==> src/rtl/wildcard_byte_pattern_scan_defines.svh <==
// ----------------------------------------------------------------------------
// wildcard byte pattern scan: assertion macros
// shared property forms for the scanner's concurrent checks
// ----------------------------------------------------------------------------
`ifndef WILDCARD_BYTE_PATTERN_SCAN_DEFINES_SVH
`define WILDCARD_BYTE_PATTERN_SCAN_DEFINES_SVH

// same-cycle implication, disabled while in reset
`define WBPS_ASSERT_IMP(lbl, ante, cons) \
    lbl: assert property (@(posedge clk) disable iff (!rst_n) (ante) |-> (cons)) \
        else $error("wbps check failed: same-cycle implication");

// next-cycle implication, disabled while in reset
`define WBPS_ASSERT_NXT(lbl, ante, cons) \
    lbl: assert property (@(posedge clk) disable iff (!rst_n) (ante) |=> (cons)) \
        else $error("wbps check failed: next-cycle implication");

`endif

==> src/rtl/wbps_pkg.sv <==
// ----------------------------------------------------------------------------
// wbps_pkg
// types and constants shared by the wildcard byte pattern scanner
// ----------------------------------------------------------------------------
package wbps_pkg;

    // pattern storage and field widths
    localparam int PAT_STORE   = 16;
    localparam int IDX_W       = $clog2(PAT_STORE);
    localparam int LEN_W       = 5;
    localparam int ADDR_W      = 32;
    localparam int CFG_DATA_W  = 64;
    localparam int CFG_INDEX_W = 3;
    localparam int CARE_W      = 2 * PAT_STORE;

    // configuration register indexes
    typedef enum logic [CFG_INDEX_W-1:0] {
        CFG_PAT_LOW   = 3'd0,
        CFG_PAT_HIGH  = 3'd1,
        CFG_CARE_MASK = 3'd2,
        CFG_PAT_LEN   = 3'd3,
        CFG_START     = 3'd4,
        CFG_END       = 3'd5
    } cfg_index_t;

    // bytes packed with element 0 in the low bits
    typedef logic [PAT_STORE-1:0][7:0] byte_vec_t;

endpackage

==> src/rtl/wbps_match.sv <==
// ----------------------------------------------------------------------------
// wbps_match
// nibble-wise compare of the newest window bytes against the pattern
// ----------------------------------------------------------------------------
module wbps_match (
    input  wbps_pkg::byte_vec_t          recent,
    input  wbps_pkg::byte_vec_t          pattern,
    input  logic [wbps_pkg::CARE_W-1:0]  care,
    input  logic [wbps_pkg::LEN_W-1:0]   eff_len,
    output logic                         window_ok
);
    import wbps_pkg::*;

    // pattern byte k lines up with the byte that arrived eff_len-1-k ago
    always_comb
    begin
        logic [LEN_W-1:0] pos;
        logic [7:0]       have;
        logic [7:0]       mask;
        window_ok = 1'b1;
        for (int k = 0; k < PAT_STORE; k++)
        begin
            pos  = eff_len - LEN_W'(k) - LEN_W'(1);
            have = recent[pos[IDX_W-1:0]];
            mask = {{4{care[2*k+1]}}, {4{care[2*k]}}};
            if ((LEN_W'(k) < eff_len) && (((have ^ pattern[k]) & mask) != 8'h00))
            begin
                window_ok = 1'b0;
            end
        end
    end

endmodule

==> src/rtl/wildcard_byte_pattern_scan.sv <==
// ----------------------------------------------------------------------------
// wildcard_byte_pattern_scan
// streaming byte scanner with nibble wildcards and an address window
// ----------------------------------------------------------------------------
// The scanner takes one byte per clock. Each accepted byte is shifted into a
// window of recent bytes and the newest pattern_len bytes are compared with
// the pattern in the same cycle; a result (found with its start address, or
// found=0 on a last byte without match) lands in the output register in the
// cycle after the byte is taken. The window compare is combinational, so
// a new byte can be taken every clock; the input stalls only while a
// result sits in the output register and the output side is stalled.
// After a match no further results come until a transaction with restart
// set. Configuration writes are taken at any time but must only be made
// while the scanner is idle. No clearing pass is needed after reset.
// ----------------------------------------------------------------------------
module wildcard_byte_pattern_scan #(
    parameter int PATTERN_BYTES = 16
) (
    input  logic                             clk,
    input  logic                             rst_n,
    // input channel
    input  logic                             in_valid,
    output logic                             in_stall,
    input  logic [7:0]                       data_byte,
    input  logic [wbps_pkg::ADDR_W-1:0]      byte_address,
    input  logic                             restart,
    input  logic                             last_byte,
    // output channel
    output logic                             out_valid,
    input  logic                             out_stall,
    output logic                             found,
    output logic [wbps_pkg::ADDR_W-1:0]      match_address,
    // configuration port
    input  logic                             cfg_write,
    input  logic [wbps_pkg::CFG_INDEX_W-1:0] cfg_index,
    input  logic [wbps_pkg::CFG_DATA_W-1:0]  cfg_data
);
    import wbps_pkg::*;

    `include "wildcard_byte_pattern_scan_defines.svh"

    localparam int WIN_DEPTH = (PATTERN_BYTES < PAT_STORE) ? PATTERN_BYTES : PAT_STORE;
    localparam int FILL_W    = $clog2(WIN_DEPTH + 1);
    localparam int CMP_W     = (FILL_W > LEN_W) ? FILL_W : LEN_W;

    // configuration registers
    logic [63:0]       pat_low_reg;
    logic [63:0]       pat_high_reg;
    logic [CARE_W-1:0] care_reg;
    logic [LEN_W-1:0]  pat_len_reg;
    logic [ADDR_W-1:0] start_reg;
    logic [ADDR_W-1:0] end_reg;

    // scan state
    logic [FILL_W-1:0] fill_reg;
    logic [FILL_W-1:0] fill_next;
    logic              seen_reg;
    logic              seen_next;

    // output register
    logic              out_valid_reg;
    logic              found_reg;
    logic [ADDR_W-1:0] addr_reg;

    logic              in_accept;
    byte_vec_t         recent;
    byte_vec_t         pattern;
    logic [LEN_W-1:0]  eff_len;
    logic [LEN_W-1:0]  len_m1;
    logic [ADDR_W-1:0] win_start;
    logic              seen_eff;
    logic              fill_ok;
    logic              addr_ok;
    logic              start_ok;
    logic              end_ok;
    logic              window_ok;
    logic              hit;
    logic              emit;

    // configuration writes
    always_ff @(posedge clk or negedge rst_n)
    begin
        if (!rst_n)
        begin
            pat_low_reg  <= '0;
            pat_high_reg <= '0;
            care_reg     <= '0;
            pat_len_reg  <= LEN_W'(1);
            start_reg    <= '0;
            end_reg      <= '1;
        end
        else if (cfg_write)
        begin
            unique case (cfg_index)
                CFG_PAT_LOW:   pat_low_reg  <= cfg_data;
                CFG_PAT_HIGH:  pat_high_reg <= cfg_data;
                CFG_CARE_MASK: care_reg     <= cfg_data[CARE_W-1:0];
                CFG_PAT_LEN:   pat_len_reg  <= cfg_data[LEN_W-1:0];
                CFG_START:     start_reg    <= cfg_data[ADDR_W-1:0];
                CFG_END:       end_reg      <= cfg_data[ADDR_W-1:0];
                default:       ;
            endcase
        end
    end

    // handshake
    assign in_stall  = out_valid_reg && out_stall;
    assign in_accept = in_valid && !in_stall;

    // byte history: newest incoming byte first, older bytes behind it
    assign recent[0] = data_byte;
    if (WIN_DEPTH > 1)
    begin : g_hist
        logic [WIN_DEPTH-2:0][7:0] hist_reg;

        always_ff @(posedge clk)
        begin
            if (in_accept)
            begin
                hist_reg[0] <= data_byte;
                for (int i = 1; i < WIN_DEPTH - 1; i++)
                begin
                    hist_reg[i] <= hist_reg[i-1];
                end
            end
        end

        for (genvar j = 1; j < PAT_STORE; j++)
        begin : g_tap
            if (j < WIN_DEPTH)
            begin : g_used
                assign recent[j] = hist_reg[j-1];
            end
            else
            begin : g_pad
                assign recent[j] = 8'h00;
            end
        end
    end
    else
    begin : g_no_hist
        for (genvar j = 1; j < PAT_STORE; j++)
        begin : g_pad
            assign recent[j] = 8'h00;
        end
    end

    // effective pattern length, clamped to one and to the window depth
    always_comb
    begin
        if (pat_len_reg == '0)
        begin
            eff_len = LEN_W'(1);
        end
        else if (pat_len_reg > LEN_W'(WIN_DEPTH))
        begin
            eff_len = LEN_W'(WIN_DEPTH);
        end
        else
        begin
            eff_len = pat_len_reg;
        end
    end

    assign pattern = {pat_high_reg, pat_low_reg};

    wbps_match u_match (
        .recent    (recent),
        .pattern   (pattern),
        .care      (care_reg),
        .eff_len   (eff_len),
        .window_ok (window_ok)
    );

    // window fill after this byte, saturating at the window depth
    always_comb
    begin
        if (restart)
        begin
            fill_next = FILL_W'(1);
        end
        else if (fill_reg == FILL_W'(WIN_DEPTH))
        begin
            fill_next = fill_reg;
        end
        else
        begin
            fill_next = fill_reg + FILL_W'(1);
        end
    end

    // address bounds of the candidate window
    assign len_m1    = eff_len - LEN_W'(1);
    assign win_start = byte_address - ADDR_W'(len_m1);
    assign fill_ok   = CMP_W'(fill_next) >= CMP_W'(eff_len);
    assign addr_ok   = byte_address >= ADDR_W'(len_m1);
    assign start_ok  = win_start >= start_reg;
    assign end_ok    = ({1'b0, win_start} + (ADDR_W + 1)'(eff_len)) < {1'b0, end_reg};

    // match decision
    assign seen_eff  = restart ? 1'b0 : seen_reg;
    assign hit       = !seen_eff && fill_ok && addr_ok && start_ok && end_ok && window_ok;
    assign emit      = !seen_eff && (hit || last_byte);
    assign seen_next = seen_eff || hit;

    // scan state update
    always_ff @(posedge clk or negedge rst_n)
    begin
        if (!rst_n)
        begin
            fill_reg <= '0;
            seen_reg <= 1'b0;
        end
        else if (in_accept)
        begin
            fill_reg <= fill_next;
            seen_reg <= seen_next;
        end
    end

    // output register valid
    always_ff @(posedge clk or negedge rst_n)
    begin
        if (!rst_n)
        begin
            out_valid_reg <= 1'b0;
        end
        else if (in_accept && emit)
        begin
            out_valid_reg <= 1'b1;
        end
        else if (!out_stall)
        begin
            out_valid_reg <= 1'b0;
        end
    end

    // output register payload
    always_ff @(posedge clk)
    begin
        if (in_accept && emit)
        begin
            found_reg <= hit;
            addr_reg  <= hit ? win_start : '0;
        end
    end

    assign out_valid     = out_valid_reg;
    assign found         = found_reg;
    assign match_address = addr_reg;

    // checks
    `WBPS_ASSERT_IMP(a_nofind_zero_addr, out_valid_reg && !found_reg, addr_reg == '0)
    `WBPS_ASSERT_IMP(a_stall_only_full, in_stall, out_valid_reg)
    `WBPS_ASSERT_NXT(a_hit_sets_seen, in_accept && hit, seen_reg && out_valid_reg && found_reg)

endmodule
==> config.mk <==
export PLATFORM = sky130hd
export DESIGN_NAME = wildcard_byte_pattern_scan
export DESIGN_NICKNAME = d
export VERILOG_FILES = /design/src/rtl/wbps_pkg.sv /design/src/rtl/wbps_match.sv /design/src/rtl/wildcard_byte_pattern_scan.sv
export VERILOG_INCLUDE_DIRS = /design/src /design/src/rtl
export SDC_FILE = /design/constraint.sdc
export NUM_CORES = 1
export LEC_CHECK = 0
export ABC_AREA = 0
export ABC_CLOCK_PERIOD_IN_PS = 24500
export BUFFER_PORTS_ARGS = -buffer_cell sky130_fd_sc_hd__buf_2
export CORE_MARGIN = 2
export CORE_UTILIZATION = 35
export DETAILED_ROUTE_END_ITERATION = 8
export PLACE_DENSITY = 0.5
export RECOVER_POWER = 25
export SLEW_MARGIN = 40
export SYNTH_ARGS = -nofsm -noshare
export SYNTH_HDL_FRONTEND = slang
export SYNTH_HIERARCHICAL = 1
export SYNTH_SLANG_ARGS = --single-unit
==> constraint.sdc <==
create_clock -name clk -period 24.5 [get_ports clk]
set_input_delay 1.225 -clock clk [delete_from_list [all_inputs] [get_ports clk]]
set_output_delay 1.225 -clock clk [all_outputs]
set_load 0.01 [all_outputs]
# Yosys cells after proc, flatten, opt, wreduce, memory -nomap -nowiden
# Index checks and enable logic that the tools add are counted.
# classes
n_addsub	33
n_reduce_logical	53
n_bitwise	32
n_eq_ne	7
order_cmp	37
mux	55
# op_table
op	n
8-bit binary-select mux with 4-bit select	16
8-bit bitwise AND	16
8-bit two-way mux	16
8-bit nonzero test	16
8-bit bitwise XOR	16
4-bit by 5-bit less-than comparator with 1-bit output, second input constant	16
4-bit by 1-bit subtractor with 4-bit output, second input constant	15
4-bit by 5-bit less-than comparator with 1-bit output, first input constant	8
32-bit by 5-bit adder with 33-bit output	1
33-bit by 32-bit less-than comparator with 1-bit output	1
32-bit >= comparator	1
32-bit by 5-bit >= comparator with 1-bit output	1
32-bit by 5-bit subtractor with 32-bit output	1
4-bit subtractor, second input constant	8
1-bit logical AND	25
3-bit by 5-bit less-than comparator with 1-bit output, first input constant	4
5-bit two-way mux	4
1-bit two-way mux	19
4-bit by 3-bit subtractor with 4-bit output, second input constant	4
2-bit AND reduction	6
1-bit by 5-bit less-than comparator with 1-bit output, first input constant	2
2-bit by 5-bit less-than comparator with 1-bit output, first input constant	2
4-bit by 2-bit subtractor with 4-bit output, second input constant	2
3-bit by 2-bit equality test with 1-bit output, second input constant	2
other kinds (12)	15
# word_totals
regBits	389
elab_cells	243

# Depth between registers and ports, before layout
# depth
ltp_word	31
mapped_depth	31
mapped_depth_nobuf	30

# Hierarchy
# Netlist, hierarchy kept.
# by_module_without_submodules
module	cells_each	seq_area_each_um2	area_each_um2	instances
wildcard_byte_pattern_scan	1274	10541.4	17095.1	1
wbps_match	920	0.0	9873.2	1

# Worst setup path before layout
# OpenSTA, ideal clock, no wires.
# synth_path
path_kind	input-to-reg
startpoint	input byte_address[0] (netlist bit)
endpoint	register found_reg, in the netlist found, enable pin
t_arrival_ns	8.794
n_path_buf	0
setup_slack_ns	15.242
cell_stages	24
t_required_ns	24.036
setup_time_ns	0.464
cell_sequence	inv_1 -> ha_1 -> fa_1 -> nand2b_1 -> a21oi_1 -> nor2_1 -> ha_1 -> nand3_1 -> o2111a_1 -> a2111oi_0 -> o221ai_1 -> nor4_2 -> nand4_4 -> nor4_1 -> xnor2_1 -> ha_1 -> nand4_1 -> nor3_1 -> a211oi_1 -> a21oi_1 -> a31oi_1 -> o211a_1 -> nor2_1 -> nor3_1
# synth_between
elab_chain_len	8
elab_cells_between_ends	12
cone_classes	add/sub: 2; order compare: 3; reduce/logical: 7
# synth_rtl
item	line	rtl
start, declared	wildcard_byte_pattern_scan.sv:25	input logic [wbps_pkg::ADDR_W-1:0] byte_address,
32-bit by 5-bit subtractor with 32-bit output *	wildcard_byte_pattern_scan.sv:194	assign win_start = byte_address - ADDR_W'(len_m1);
via win_start[4]	wildcard_byte_pattern_scan.sv:70	logic [ADDR_W-1:0] win_start;
32-bit by 5-bit adder with 33-bit output / 32-bit >= comparator (equally long branches)	wildcard_byte_pattern_scan.sv:198, wildcard_byte_pattern_scan.sv:197	
33-bit by 32-bit less-than comparator with 1-bit output / 1-bit logical AND (equally long branches)	wildcard_byte_pattern_scan.sv:198, wildcard_byte_pattern_scan.sv:202	
1-bit logical AND * (2 in a row)	wildcard_byte_pattern_scan.sv:202	assign hit = !seen_eff && fill_ok && addr_ok && start_ok && end_ok && window_ok;
1-bit logical OR *	wildcard_byte_pattern_scan.sv:203	assign emit = !seen_eff && (hit || last_byte);
1-bit logical AND *	wildcard_byte_pattern_scan.sv:203	
1-bit logical AND *	wildcard_byte_pattern_scan.sv:241	if (in_accept && emit)
end signal, assigned	wildcard_byte_pattern_scan.sv:243	found_reg <= hit;
end, declared	wildcard_byte_pattern_scan.sv:62	logic found_reg;
# The timed path passes the listed nets; every way through them passes the cells marked *.
# A chain may end at the register's enable or synchronous reset.

# Worst setup path in the final report
# layout_path
startpoint	register pat_len_reg[4]
endpoint	register addr_reg[0], in the netlist match_address[0], enable pin
# layout_between
elab_cells_between_ends	176
cone_classes	add/sub: 32; order compare: 21; mux: 50; bitwise: 32; reduce/logical: 41
# layout_rtl
item	line	rtl
start, declared	wildcard_byte_pattern_scan.sv:50	logic [LEN_W-1:0] pat_len_reg;
start signal, assigned	wildcard_byte_pattern_scan.sv:98	CFG_PAT_LEN: pat_len_reg <= cfg_data[LEN_W-1:0];
5-bit greater-than comparator	wildcard_byte_pattern_scan.sv:155	else if (pat_len_reg > LEN_W'(WIN_DEPTH))
5-bit two-way mux	wildcard_byte_pattern_scan.sv:155	
5-bit two-way mux *	wildcard_byte_pattern_scan.sv:151	if (pat_len_reg == '0)
5-bit by 1-bit subtractor with 5-bit output *	wbps_match.sv:23	pos = eff_len - LEN_W'(k) - LEN_W'(1);
32-bit by 5-bit subtractor with 32-bit output *	wildcard_byte_pattern_scan.sv:194	
via win_start[4]	wildcard_byte_pattern_scan.sv:70	
32-bit by 5-bit adder with 33-bit output / 32-bit >= comparator (equally long branches)	wildcard_byte_pattern_scan.sv:198, wildcard_byte_pattern_scan.sv:197	
33-bit by 32-bit less-than comparator with 1-bit output / 1-bit logical AND (equally long branches)	wildcard_byte_pattern_scan.sv:198, wildcard_byte_pattern_scan.sv:202	
1-bit logical AND * (2 in a row)	wildcard_byte_pattern_scan.sv:202	
1-bit logical OR *	wildcard_byte_pattern_scan.sv:203	
1-bit logical AND *	wildcard_byte_pattern_scan.sv:203	
1-bit logical AND *	wildcard_byte_pattern_scan.sv:241	
end signal, assigned	wildcard_byte_pattern_scan.sv:244	addr_reg <= hit ? win_start : '0;
end, declared	wildcard_byte_pattern_scan.sv:63	logic [ADDR_W-1:0] addr_reg;
# The timed path passes the listed nets; every way through them passes the cells marked *. The select of a mux whose other input is x is not followed.

==> results.cfg <==
[layout]
final_layout_size_suffix_gt1_share_pct = 32.7
layout.nets = 2510
antennaDiodeCount = 0
largest_register_ff_count = 120
area.growth.synth_to_final_pct = 13.2
finalNonFillerCells = 3373
finalInstanceArea_um2 = 30500
layout.filler_cells = 7295

[routing]
detailed_route_wl_mm = 85.6
antenna_left = 0
detail_route.wirelength.met1_mm = 36.4
detail_route.iter0.violations = 1497
drc = 0
drt-wirelength-per-cell_um = 25.4
detail_route.vias_per_cell = 5.65
detail_route.first_pass.iterations = 5
route.met2.wl_mm = 40.8
dr_wl_met3_mm = 4.18
via_count = 19100
routed.top_layer = met5

[floorplanning]
core.rowCount = 101
core_um2 = 76100
die_w_um = 282
floorplan.initialDensity_pct = 35.4
die_area_um2 = 79300
io_pins = 149
chipHeight_um = 282

[placed_design]
place.port_buffers = 148
gp_congestion = 0.895
dp_cells = 3287
postPlaceCellArea_um2 = 28900
dp_hpwl_mm = 63.2

[clocking]
cts_setup_buffers = 0
cts_resized = 0
cts_tree = done
path_clk_slew_ns = 0.06
insertion_delay_ns = 0.59
holdBufCountCts = 0
htreeDepth = 2
cts-root-buf = sky130_fd_sc_hd__clkbuf_16
tritoncts_sinks = 389
cts_made_buffers = 45
clock_tree.buffer_depth = 3

[pwr]
power_frac_clock_pct = 21.9
switching_power_w = 0.00127
power.switching_fraction_pct = 39.4
power.combinational.fraction_pct = 51.0
power.internal_w = 0.00196
pwr-share-seq_pct = 27.1
ir_worst_vdd_mv = 0.0699
total_leakage_power_nw = 11.9
power-per-cell-area_nw_per_um2 = 106

[yosys]
netlist_area_um2 = 27000
number_of_enable_type_register_cells_in_the_synthesized_netlist = 153
yosys-top-cells-area = sky130_fd_sc_hd__dfrtp_1 19%, sky130_fd_sc_hd__edfxtp_1 17%, sky130_fd_sc_hd__mux4_2 13%
post_synth.cell_area_avg_um2 = 12.3
synth.cells.most_frequent = 281 x sky130_fd_sc_hd__mux2_2, 235 x sky130_fd_sc_hd__mux2i_1, 203 x sky130_fd_sc_hd__dfrtp_1, 154 x sky130_fd_sc_hd__mux4_2, 153 x sky130_fd_sc_hd__edfxtp_1
synth_top_area_share_pct = 18.8
synthFlopType = sky130_fd_sc_hd__dfrtp_1
synth_nets = 2398
yosys_warnings = 6
netlist_instances = 2194
synth-seq-area-share_pct = 39.1
synth_seq_cells = 389
asyncSetResetFlopFracSynth_pct = 60.7
synthDominantAreaCellType = sky130_fd_sc_hd__dfrtp_1
synth.lib_cells_used.distinct = 81
library_cell_with_the_highest_instance_count_after_synthesis = sky130_fd_sc_hd__mux2_2

[global_route]
grt_antenna_before_repair = 6
largest_net_degree_at_the_start_of_global_routing = 148
global_route_wire_length_before_repair_mm = 126
first_global_vias = 19100
globalRouteOverflowTotal = 0
groute.usage.overall_pct = 21.4

[timing]
final-hold-violation-count = 0
maxClockFrequency_mhz = 117
max-slew-margin-rel_pct = -87.8
maxSlewViolCount = 92
unrepaired_setup_endpoints_after_global_routing = false
setup-tns-final_ns = 0
period_minus_slack_ns = 8.58
final.hold.worst_slack_ns = 0.490
max_slew.worst_pin.slew_ns = 2.82
final_min_period_over_clock_period_pct = 35.0
finalSetupViolations = 0
clock_skew_ns = 0.0159

[critical_path]
critPathRequiredTime_ns = 24.73
worstSetupEndpointType = flip-flop
path_common_cell = sky130_fd_sc_hd__ha_1
slowest_stage = sky130_fd_sc_hd__dfrtp_1
critical_path_class = flip-flop to flip-flop
cp_max_fo = 33
cp.arrival_ns = 8.81
cp_slowest_stage_delay_ns = 0.86
critPathLaunchType = flip-flop

[min_path]
hold_class = flip-flop to flip-flop

[job]
maxCapViolCount = 2

[outcome]
outcome = finished with violations
failing_checks = max-capacitance violations, max-slew violations
-- path summary, 6_finish.rpt --
kind | from | endpoint | slack (ns) | cells past startpoint
setup / recovery | pat_len_reg[4] | match_address[0] | 15.92 | 29
hold / removal | seen_reg | seen_reg | 0.49 | 2
setup reg to reg | pat_len_reg[4] | match_address[0] | 15.92 | 29
hold reg to reg | seen_reg | seen_reg | 0.49 | 2
max in group asynchronous | rst_n | pat_low_reg[63] | 19.02 | 4
min in group asynchronous | rst_n | start_reg[4] | 1.50 | 1
-- routing by layer --
layer | vias up | track usage, %
met5 | - | 0
li1 | 8557 | -
met3 | 152 | 2.88
met1 | 9771 | 27.6
met4 | 4 | 9.36
met2 | 587 | 35.9
-- cell type report --
class	instances	area [µm²]	share of cell area [%]
clock buffer	69	1420	4.66
clock inverter	15	138	0.451
inverter	107	407	1.33
multi-input combinational	1579	15600	51.2
sequential	389	10500	34.5
tap	1030	1290	4.22
timing repair buffer	184	1100	3.59
-- power groups by stage --
stage	Combinational (W)	Sequential, W	Clock, W
after global routing	0.00175	0.000888	0.000754
after CTS	0.00164	0.000876	0.000730
final	0.00165	0.000875	0.000709
after global placement	0.00160	0.000885	0
after floorplan	0.00119	0.000858	0
after detailed placement	0.00163	0.000888	0
-- through the flow --
stage | setup slack, ns | total power, W | utilization (%)
CTS | 15.51 | 0.00325 | 40.1
finish | 15.92 | 0.00323 | 40.1
global route | 15.06 | 0.00339 | 40.1
floorplan | 15.24 | 0.00205 | -
global placement | 15.65 | 0.00249 | 37.8
detailed placement | 15.56 | 0.00252 | 38.0
-- cell usage in the layout, fill, tap and decap left out, types with 14 or more instances in the layout --
| master | instances |
|---|---|
| sky130_fd_sc_hd__clkbuf_1 | 18 |
| sky130_fd_sc_hd__o21ai_0 | 59 |
| sky130_fd_sc_hd__buf_2 | 139 |
| sky130_fd_sc_hd__xor2_1 | 48 |
| sky130_fd_sc_hd__inv_1 | 105 |
| sky130_fd_sc_hd__dfrtp_1 | 203 |
| sky130_fd_sc_hd__dfstp_2 | 33 |
| sky130_fd_sc_hd__nor2_1 | 109 |
| sky130_fd_sc_hd__ha_1 | 87 |
| sky130_fd_sc_hd__nand3_1 | 24 |
| sky130_fd_sc_hd__or3_1 | 14 |
| sky130_fd_sc_hd__mux2i_1 | 235 |
| sky130_fd_sc_hd__nor3_1 | 27 |
| sky130_fd_sc_hd__nand2_1 | 82 |
| sky130_fd_sc_hd__a21oi_1 | 48 |
| sky130_fd_sc_hd__mux2_2 | 281 |
| sky130_fd_sc_hd__o22ai_1 | 66 |
| sky130_fd_sc_hd__xnor2_1 | 130 |
| sky130_fd_sc_hd__buf_4 | 25 |
| sky130_fd_sc_hd__nand4_1 | 25 |
| sky130_fd_sc_hd__nor4_1 | 18 |
| sky130_fd_sc_hd__clkbuf_16 | 49 |
| sky130_fd_sc_hd__edfxtp_1 | 153 |
| sky130_fd_sc_hd__mux4_2 | 154 |
-- critical path, delay by kind of cell, from the launching register on --
| kind | cells | cell delay (ns) |
|---|---|---|
| AOI/OAI and AO/OA | 10 | 2.81 |
| and+or+nand+nor | 11 | 2.37 |
| adders and majority gates | 4 | 1.35 |
| DFF | 1 | 0.86 |
| buffers and inverters | 3 | 0.62 |
| xor gates and xnor gates | 1 | 0.18 |
-- kinds of logic after synthesis --
kind of cell             Yosys count  share of synthesized area (%)
multiplexers                     671                           33.4
flip-flops                       389                           39.1
AND/OR/NAND/NOR                  369                           6.85
AO/OA/AOI/OAI                    260                           6.40
buffers and inverters            226                           3.75
XOR/XNOR                         189                           6.35
adder cells (fa/ha/maj)           90                           4.20
(Power assumes the default switching activity.)
